==> src/design/assert_macros.svh <==
// assertion helpers for the rtl
`ifndef ASSERT_MACROS_SVH
`define ASSERT_MACROS_SVH

// same-cycle implication
`define EPP_ASSERT_NOW(label, clk, rst, ante, cons, msg) \
   label: assert property (@(posedge clk) disable iff (rst) (ante) |-> (cons)) \
      else $error(msg);

// next-cycle implication
`define EPP_ASSERT_NEXT(label, clk, rst, ante, cons, msg) \
   label: assert property (@(posedge clk) disable iff (rst) (ante) |=> (cons)) \
      else $error(msg);

// invariant on every edge
`define EPP_ASSERT_ALWAYS(label, clk, rst, cond, msg) \
   label: assert property (@(posedge clk) disable iff (rst) (cond)) \
      else $error(msg);

`endif

==> src/design/epp_pkg.sv <==
package epp_pkg;

   localparam int unsigned CHAN_W       = 8;
   localparam int unsigned SQ_W         = 2 * CHAN_W;
   localparam int unsigned DIST_W       = SQ_W + 2;
   localparam int unsigned NUM_CHANNELS = 3;
   localparam int unsigned NUM_LEVELS   = 4;
   localparam int unsigned NUM_COLORS   = 16;
   localparam int unsigned IDX_W        = 4;
   localparam int unsigned NUM_PLANES   = 4;
   localparam int unsigned GROUP_PIXELS = 8;
   localparam int unsigned POS_W        = 3;
   localparam int unsigned OFFSET_W     = 13;
   localparam int unsigned NUM_QUADS    = NUM_COLORS / 4;

   localparam int unsigned MAX_PLANE_BYTES  = 8192;
   localparam int unsigned OFFSET_FIELD_MAX = 8191;
   localparam int unsigned OFFSET_LIMIT     =
      (MAX_PLANE_BYTES - 1 > OFFSET_FIELD_MAX) ? OFFSET_FIELD_MAX : MAX_PLANE_BYTES - 1;

   localparam logic [POS_W-1:0] LAST_POS = POS_W'(GROUP_PIXELS - 1);

   // channel index order for squared-difference tables
   localparam int unsigned CH_RED   = 0;
   localparam int unsigned CH_GREEN = 1;
   localparam int unsigned CH_BLUE  = 2;

   // the four intensity levels the palette is built from
   localparam logic [CHAN_W-1:0] LEVEL_VALUE [NUM_LEVELS] = '{8'h00, 8'h55, 8'hAA, 8'hFF};

   // palette entries as {red, green, blue} level codes
   localparam logic [5:0] PALETTE_LEVELS [NUM_COLORS] = '{
      6'b00_00_00, 6'b00_00_10, 6'b00_10_00, 6'b00_10_10,
      6'b10_00_00, 6'b10_00_10, 6'b10_01_00, 6'b10_10_10,
      6'b01_01_01, 6'b01_01_11, 6'b01_11_01, 6'b01_11_11,
      6'b11_01_01, 6'b11_01_11, 6'b11_11_01, 6'b11_11_11
   };

   typedef struct packed {
      logic [CHAN_W-1:0] red;
      logic [CHAN_W-1:0] green;
      logic [CHAN_W-1:0] blue;
      logic              image_end;
   } pixel_type;

   typedef struct packed {
      logic [7:0]          plane0_byte;
      logic [7:0]          plane1_byte;
      logic [7:0]          plane2_byte;
      logic [7:0]          plane3_byte;
      logic [OFFSET_W-1:0] plane_addr;
      logic                last_group;
   } group_type;

   typedef struct packed {
      logic [NUM_CHANNELS-1:0][NUM_LEVELS-1:0][SQ_W-1:0] sq;
      logic                                              image_end;
   } sq_stage_type;

   typedef struct packed {
      logic [NUM_COLORS-1:0][DIST_W-1:0] sq_sum;
      logic                              image_end;
   } dist_stage_type;

   typedef struct packed {
      logic [DIST_W-1:0] sq_sum;
      logic [IDX_W-1:0]  idx;
   } cand_type;

   typedef struct packed {
      cand_type [NUM_QUADS-1:0] cand;
      logic                     image_end;
   } cand_stage_type;

   typedef struct packed {
      logic [IDX_W-1:0] idx;
      logic             image_end;
   } pick_stage_type;

   function automatic logic [SQ_W-1:0] sq_diff(input logic [CHAN_W-1:0] a,
                                                input logic [CHAN_W-1:0] b);
      logic [CHAN_W-1:0] d;
      d = (a > b) ? (a - b) : (b - a);
      return SQ_W'(d) * SQ_W'(d);
   endfunction

   // lo must hold the lower palette index: it wins a tie
   function automatic cand_type pick_nearer(input cand_type lo, input cand_type hi);
      return (hi.sq_sum < lo.sq_sum) ? hi : lo;
   endfunction

endpackage

==> src/design/epp_dist.sv <==
module epp_dist
   import epp_pkg::*;
(
   input  logic           clock,
   input  logic           reset,
   input  logic           in_valid,
   input  pixel_type      in_data,
   output logic           in_ready,
   output logic           out_valid,
   output dist_stage_type out_data,
   input  logic           out_ready
);

   logic           pix_valid_ff, pix_valid_in;
   pixel_type      pix_ff;
   logic           sq_valid_ff, sq_valid_in;
   sq_stage_type   sq_ff, sq_in;
   logic           dist_valid_ff, dist_valid_in;
   dist_stage_type dist_ff, dist_in;

   logic pix_ready, sq_ready, dist_ready;
   logic [NUM_CHANNELS-1:0][CHAN_W-1:0] chan;

   assign dist_ready = !dist_valid_ff || out_ready;
   assign sq_ready   = !sq_valid_ff || dist_ready;
   assign pix_ready  = !pix_valid_ff || sq_ready;
   assign in_ready   = pix_ready;

   assign pix_valid_in  = pix_ready  ? in_valid      : pix_valid_ff;
   assign sq_valid_in   = sq_ready   ? pix_valid_ff  : sq_valid_ff;
   assign dist_valid_in = dist_ready ? sq_valid_ff   : dist_valid_ff;

   always_comb begin
      chan[CH_RED]   = pix_ff.red;
      chan[CH_GREEN] = pix_ff.green;
      chan[CH_BLUE]  = pix_ff.blue;
      sq_in.image_end = pix_ff.image_end;
      for (int c = 0; c < NUM_CHANNELS; c++) begin
         for (int l = 0; l < NUM_LEVELS; l++) begin
            sq_in.sq[c][l] = sq_diff(chan[c], LEVEL_VALUE[l]);
         end
      end
   end

   always_comb begin
      dist_in.image_end = sq_ff.image_end;
      for (int i = 0; i < NUM_COLORS; i++) begin
         dist_in.sq_sum[i] = DIST_W'(sq_ff.sq[CH_RED][PALETTE_LEVELS[i][5:4]])
                           + DIST_W'(sq_ff.sq[CH_GREEN][PALETTE_LEVELS[i][3:2]])
                           + DIST_W'(sq_ff.sq[CH_BLUE][PALETTE_LEVELS[i][1:0]]);
      end
   end

   always_ff @(posedge clock) begin
      if (reset) begin
         pix_valid_ff  <= 1'b0;
         sq_valid_ff   <= 1'b0;
         dist_valid_ff <= 1'b0;
      end else begin
         pix_valid_ff  <= pix_valid_in;
         sq_valid_ff   <= sq_valid_in;
         dist_valid_ff <= dist_valid_in;
      end
   end

   always_ff @(posedge clock) begin
      if (pix_ready && in_valid) begin
         pix_ff <= in_data;
      end
      if (sq_ready && pix_valid_ff) begin
         sq_ff <= sq_in;
      end
      if (dist_ready && sq_valid_ff) begin
         dist_ff <= dist_in;
      end
   end

   assign out_valid = dist_valid_ff;
   assign out_data  = dist_ff;

endmodule

==> src/design/epp_argmin.sv <==
module epp_argmin
   import epp_pkg::*;
(
   input  logic           clock,
   input  logic           reset,
   input  logic           in_valid,
   input  dist_stage_type in_data,
   output logic           in_ready,
   output logic           out_valid,
   output pick_stage_type out_data,
   input  logic           out_ready
);

   logic           cand_valid_ff, cand_valid_in;
   cand_stage_type cand_ff, cand_in;
   cand_type       winner;

   assign in_ready      = !cand_valid_ff || out_ready;
   assign cand_valid_in = in_ready ? in_valid : cand_valid_ff;

   // first half of the tree: best of each group of four colors
   always_comb begin
      cand_type c [4];
      cand_in.image_end = in_data.image_end;
      for (int q = 0; q < NUM_QUADS; q++) begin
         for (int k = 0; k < 4; k++) begin
            c[k].sq_sum = in_data.sq_sum[4*q + k];
            c[k].idx    = IDX_W'(4*q + k);
         end
         cand_in.cand[q] = pick_nearer(pick_nearer(c[0], c[1]), pick_nearer(c[2], c[3]));
      end
   end

   // second half: best of the four group winners
   assign winner = pick_nearer(pick_nearer(cand_ff.cand[0], cand_ff.cand[1]),
                               pick_nearer(cand_ff.cand[2], cand_ff.cand[3]));

   always_ff @(posedge clock) begin
      if (reset) begin
         cand_valid_ff <= 1'b0;
      end else begin
         cand_valid_ff <= cand_valid_in;
      end
   end

   always_ff @(posedge clock) begin
      if (in_ready && in_valid) begin
         cand_ff <= cand_in;
      end
   end

   assign out_valid          = cand_valid_ff;
   assign out_data.idx       = winner.idx;
   assign out_data.image_end = cand_ff.image_end;

endmodule

==> src/design/epp_pack.sv <==
`include "assert_macros.svh"

module epp_pack
   import epp_pkg::*;
(
   input  logic           clock,
   input  logic           reset,
   input  logic           in_valid,
   input  pick_stage_type in_data,
   output logic           in_ready,
   output logic           rsp_valid,
   output group_type      rsp_data,
   input  logic           rsp_stall
);

   logic [NUM_PLANES-1:0][7:0] plane_shift_ff, plane_shift_in;
   logic [POS_W-1:0]           pixel_in_group_ff, pixel_in_group_in;
   logic [OFFSET_W-1:0]        group_counter_ff, group_counter_in;
   logic                       rsp_valid_ff, rsp_valid_in;
   group_type                  rsp_data_ff, rsp_data_in;

   logic [NUM_PLANES-1:0][7:0] merged;
   logic [POS_W-1:0]           pos;
   logic                       emit;
   logic                       fire;

   assign emit     = in_data.image_end || (pixel_in_group_ff == LAST_POS);
   assign in_ready = !emit || !rsp_valid_ff || !rsp_stall;
   assign fire     = in_valid && in_ready;
   assign pos      = LAST_POS - pixel_in_group_ff;

   always_comb begin
      merged = plane_shift_ff;
      for (int p = 0; p < NUM_PLANES; p++) begin
         merged[p][pos] = plane_shift_ff[p][pos] | in_data.idx[p];
      end
   end

   always_comb begin
      plane_shift_in    = plane_shift_ff;
      pixel_in_group_in = pixel_in_group_ff;
      group_counter_in  = group_counter_ff;
      rsp_valid_in      = rsp_valid_ff && rsp_stall;
      rsp_data_in       = rsp_data_ff;
      if (fire) begin
         if (emit) begin
            rsp_valid_in            = 1'b1;
            rsp_data_in.plane0_byte = merged[0];
            rsp_data_in.plane1_byte = merged[1];
            rsp_data_in.plane2_byte = merged[2];
            rsp_data_in.plane3_byte = merged[3];
            rsp_data_in.plane_addr  = group_counter_ff;
            rsp_data_in.last_group  = in_data.image_end;
            plane_shift_in          = '0;
            pixel_in_group_in       = '0;
            if (in_data.image_end) begin
               group_counter_in = '0;
            end else if (group_counter_ff < OFFSET_W'(OFFSET_LIMIT)) begin
               group_counter_in = group_counter_ff + OFFSET_W'(1);
            end
         end else begin
            plane_shift_in    = merged;
            pixel_in_group_in = pixel_in_group_ff + POS_W'(1);
         end
      end
   end

   always_ff @(posedge clock) begin
      if (reset) begin
         plane_shift_ff    <= '0;
         pixel_in_group_ff <= '0;
         group_counter_ff  <= '0;
         rsp_valid_ff      <= 1'b0;
      end else begin
         plane_shift_ff    <= plane_shift_in;
         pixel_in_group_ff <= pixel_in_group_in;
         group_counter_ff  <= group_counter_in;
         rsp_valid_ff      <= rsp_valid_in;
      end
   end

   always_ff @(posedge clock) begin
      rsp_data_ff <= rsp_data_in;
   end

   assign rsp_valid = rsp_valid_ff;
   assign rsp_data  = rsp_data_ff;

   `EPP_ASSERT_NEXT(a_group_restarts, clock, reset, fire && emit,
      (pixel_in_group_ff == '0) && (plane_shift_ff == '0), "group state not cleared after emit")
   `EPP_ASSERT_NEXT(a_emit_loads_result, clock, reset, fire && emit,
      rsp_valid_ff && (rsp_data_ff.plane_addr == $past(group_counter_ff)), "result not loaded")
   `EPP_ASSERT_ALWAYS(a_offset_in_range, clock, reset,
      group_counter_ff <= OFFSET_W'(OFFSET_LIMIT), "group counter beyond limit")

endmodule

==> src/design/rgb_to_ega_planar_packer.sv <==
// channel | ports                          | beat
// --------+--------------------------------+-----------------------------------------
// request | req_valid, req_stall, req_data | one rgb pixel plus image end flag
// result  | rsp_valid, rsp_stall, rsp_data | four plane bytes, byte offset, last flag
//
// one pixel per clock sustained unless a stalled result backs up the pipe
// pipeline stages: input reg, channel squares, color distances, quad minimum, pack
// reset is synchronous and empties the pipe, clears the plane bytes and counters
// a stalled result blocks only the pixel that closes the next group; others keep
// packing, then the stall backs up through the pipe register by register
module rgb_to_ega_planar_packer
   import epp_pkg::*;
(
   input  logic      clock,
   input  logic      reset,
   input  logic      req_valid,
   output logic      req_stall,
   input  pixel_type req_data,
   output logic      rsp_valid,
   input  logic      rsp_stall,
   output group_type rsp_data
);

   // distance front end -> argmin
   logic           dist_valid;
   logic           dist_ready;
   dist_stage_type dist_data;

   // argmin -> packer
   logic           pick_valid;
   logic           pick_ready;
   pick_stage_type pick_data;

   logic           req_ready;

   // input register, per-channel squared differences, per-color distance sums
   epp_dist u_dist (
      .clock     (clock),
      .reset     (reset),
      .in_valid  (req_valid),
      .in_data   (req_data),
      .in_ready  (req_ready),
      .out_valid (dist_valid),
      .out_data  (dist_data),
      .out_ready (dist_ready)
   );

   // nearest palette color, lower index wins a tie
   epp_argmin u_argmin (
      .clock     (clock),
      .reset     (reset),
      .in_valid  (dist_valid),
      .in_data   (dist_data),
      .in_ready  (dist_ready),
      .out_valid (pick_valid),
      .out_data  (pick_data),
      .out_ready (pick_ready)
   );

   // bit-plane shifting, group closing and result register
   epp_pack u_pack (
      .clock     (clock),
      .reset     (reset),
      .in_valid  (pick_valid),
      .in_data   (pick_data),
      .in_ready  (pick_ready),
      .rsp_valid (rsp_valid),
      .rsp_data  (rsp_data),
      .rsp_stall (rsp_stall)
   );

   assign req_stall = !req_ready;

endmodule
==> config.mk <==
export PLATFORM = sky130hd
export DESIGN_NAME = rgb_to_ega_planar_packer
export DESIGN_NICKNAME = d
export VERILOG_FILES = /design/src/design/epp_pkg.sv /design/src/design/epp_dist.sv /design/src/design/epp_argmin.sv /design/src/design/epp_pack.sv /design/src/design/rgb_to_ega_planar_packer.sv
export VERILOG_INCLUDE_DIRS = /design/src /design/src/design
export SDC_FILE = /design/constraint.sdc
export NUM_CORES = 2
export LEC_CHECK = 0
export ABC_AREA = 1
export BUFFER_PORTS_ARGS = -buffer_cell sky130_fd_sc_hd__buf_2
export CORE_ASPECT_RATIO = 0.8
export CORE_MARGIN = 3
export CORE_UTILIZATION = 59
export CTS_CLUSTER_DIAMETER = 100
export DETAILED_ROUTE_END_ITERATION = 12
export PLACE_DENSITY = 0.84
export SLEW_MARGIN = 20
export SYNTH_ARGS = -nofsm -noshare
export SYNTH_HDL_FRONTEND = slang
export SYNTH_SLANG_ARGS = --single-unit
==> constraint.sdc <==
create_clock -name clock -period 10.45 [get_ports clock]
set_input_delay 1.045 -clock clock [delete_from_list [all_inputs] [get_ports clock]]
set_output_delay 1.045 -clock clock [all_outputs]
set_load 0.02 [all_outputs]
==> run metrics <==
status finished, final reports clean; most common cell after layout, fill and taps aside inv_1; vias in the first global route 48900; # setup viols final 0; Starting Density 0.599; # rows roughly 110; TritonCTS clock tree done; Top FF cell, synth edfxtp_1; post-CTS sizing 0; NumNets Final approximately 8700; layout cells sized above 1 0.0421; met1 WL about 71 mm; die width roughly 380 um; global-route wire length before repair roughly 260 mm; endpoints failing hold 0; cts hold-fix bufs 0; First-pass DRT Iterations 9; Core Box Area 0.107 sq mm; max-slew violation count 0; Netlist cell types 69; largest net degree at the start of global routing 140; io pins 77; worst setup path category reg -> reg; Worst-Margin Slew ~1100 ps; min Tclk post-route between 7000 and 8000 ps; routed wire length on met3 around 17 mm; TNS Setup 0 ps; Mapped Cells between 7000 and 8000; HPWL Detailed about 140 mm; critical path startpoint category flip-flop; initial antenna violation count 1; Root Driver clkbuf_16; routed vias/inst 5.74; Top cell by count, worst path inv_1; initial drt markers between 5000 and 6000; slowest stage cell, crit path edfxtp_1; Die Y ~300 um; Total Wirelength roughly 170 mm; DIE AREA approximately 0.11 sq mm; RSZ-0062 raised after global routing false; CTS Buffer Depth 3; post-synthesis sequential area ratio 0.300; final period utilization 0.697; crit path DAT approximately 7700 ps; critical-path maximum fanout 25; Hold Crit Class reg -> reg; P&R area growth vs syn 6.71%; GRT Util Overall 0.295; CTS Buf Count 74; global route overflow 0; RD Place Congestion 0.976; most frequent cells in the layout inv_1 (1198), nand2_1 (1156), ha_1 (1013); H-tree levels 3; clock sink count 660; Critical Path RT about 11000 ps; Post-synth EDFFs between 600 and 700; clk_skew ~63 ps; Vias ~50000; Routed wire per std cell ~19 um; top sig layer met5; Max-Slew Margin vs Limit 0.295; Clock transition at path regs about 60 ps; CP peak stage delay 960 ps; Post-Syn Area per Cell about 8.8 sq um; Max Freq 137 MHz; DRC Markers 0; Setup Buffers After CTS 0; asr flop ratio synth 0; IO Port Bufs 76; synth warn 0; max cap viols 0; ANT nets after route 0; routed wire length on met2 around 72 mm; clk_lat worst skew 700 ps; flops & latches, synth 660; Worst Setup End Kind flip-flop; Mapped Area about 0.064 sq mm
-- layout make-up --
type | instances | area [sq um]
Clock inverter | 46 | 647
Timing Repair Buffer | 92 | 504
Tap cell | 1417 | 1770
Fill cell | 8518 | 38700
Inverter | 1224 | 4610
Sequential cell | 660 | 19300
Antenna cell | 2 | 5.00
Multi-Input combinational cell | 5296 | 39900
Clock buffer | 85 | 1910
-- per-stage QoR --
| step | utilization | cells | setup slack [ps] | hold WS, ps | area [sq um] |
|---|---|---|---|---|---|
| 3_5_place_dp | 0.615 | 8689 | 3230 | 406 | 66100 |
| 6_report | 0.639 | 8822 | 3160 | 418 | 68600 |
| 3_3_place_gp | 0.615 | 8689 | 3330 | 401 | 66100 |
| 4_1_cts | 0.639 | 8820 | 3220 | 421 | 68600 |
| 5_1_grt | 0.639 | 8820 | 2570 | 431 | 68600 |
| 2_1_floorplan | - | 7314 | 3110 | 400 | 64400 |
-- worst max-delay path, delay by kind of cell, from the launching register on --
family / cells / cell delay [ps]
flip-flops: 1 / 960
AO/OA/AOI/OAI: 6 / 760
AND/OR/NAND/NOR: 7 / 850
adder cells (fa/ha/maj): 6 / 2670
buffers and inverters: 10 / 1400
XOR/XNOR: 2 / 410
-- cells in the mapped netlist, types with 5 or more instances --
master | number | area share
clkbuf_1 | 84 | 0.0049
a221oi_1 | 15 | 0.0020
o22ai_1 | 7 | 0.00068
inv_2 | 18 | 0.0011
xor2_1 | 423 | 0.058
buf_4 | 8 | 0.00093
a41oi_1 | 7 | 0.00095
buf_2 | 26 | 0.0020
nand4_1 | 53 | 0.0052
dfxtp_1 | 53 | 0.016
a21oi_1 | 627 | 0.049
o31ai_1 | 14 | 0.0016
a211oi_1 | 15 | 0.0018
inv_1 | 1200 | 0.070
buf_6 | 7 | 0.0012
nand2_2 | 7 | 0.00068
o211ai_1 | 17 | 0.0020
or2_2 | 24 | 0.0023
o2111ai_1 | 11 | 0.0015
a21o_1 | 31 | 0.0036
nand2_1 | 1156 | 0.067
edfxtp_1 | 607 | 0.28
ha_1 | 1013 | 0.20
and2_1 | 32 | 0.0031
nor2_2 | 10 | 0.00097
a31oi_1 | 28 | 0.0027
nor3_1 | 53 | 0.0041
xnor2_1 | 133 | 0.018
nor3_2 | 5 | 0.00078
clkinv_1 | 5 | 0.00029
nand3_1 | 192 | 0.015
nor2_1 | 497 | 0.029
a31o_2 | 5 | 0.00068
o21ai_2 | 8 | 0.0011
o221ai_1 | 6 | 0.00082
xor2_2 | 8 | 0.0020
o21ai_1 | 49 | 0.0038
o21bai_1 | 37 | 0.0043
buf_1 | 8 | 0.00047
o21ai_0 | 423 | 0.033
fa_1 | 312 | 0.097
and3_1 | 6 | 0.00058
a21boi_0 | 11 | 0.0013
-- kinds of logic after synthesis --
| group | after synthesis | share of synthesized area |
|---|---|---|
| adder cells (fa/ha/maj) | 1325 | 0.294 |
| multiplexers | 5 | 0.000836 |
| buffers and inverters | 1358 | 0.0811 |
| other | 1 | 0.0000583 |
| flip-flops | 660 | 0.300 |
| AO/OA/AOI/OAI | 1331 | 0.114 |
| AND/OR/NAND/NOR | 2057 | 0.133 |
| XOR/XNOR | 564 | 0.0777 |
-- registers in the layout, summed over array words and instances (netlist names), 3 cells and up --
| register | flops |
|---|---|
| u_dist.out_data | 277 |
| u_dist.sq_ff | 177 |
| u_argmin.cand_ff | 80 |
| u_pack.rsp_data | 46 |
| u_pack.plane_shift_ff | 32 |
| u_dist.chan | 24 |
| u_pack.group_counter_ff | 13 |
| u_pack.pixel_in_group_ff | 3 |
-- worst paths after layout --
path	depth (start not counted)	endpoint	slack (ps)	start
hold reg to reg	0	u_argmin.out_data[0]$_DFFE_PP_	420	u_dist.out_data[0]$_DFFE_PP_
setup reg to reg	31	u_dist.sq_ff[32]$_DFFE_PP_	3160	u_dist.chan[0]$_DFFE_PP_
setup / recovery	31	u_dist.sq_ff[32]$_DFFE_PP_	3160	u_dist.chan[0]$_DFFE_PP_
hold / removal	0	u_argmin.out_data[0]$_DFFE_PP_	420	u_dist.out_data[0]$_DFFE_PP_
-- routing by layer --
metal | vias up | global-route usage
li1 | 24300 | -
met1 | 23600 | 0.415
met2 | 2273 | 0.458
met3 | 391 | 0.0543
met4 | 2 | 0.105
met5 | - | 0
Power is left out: the tool's default activity adds up to more than one toggle a clock period on the data nets, which glitch-free logic cannot reach.
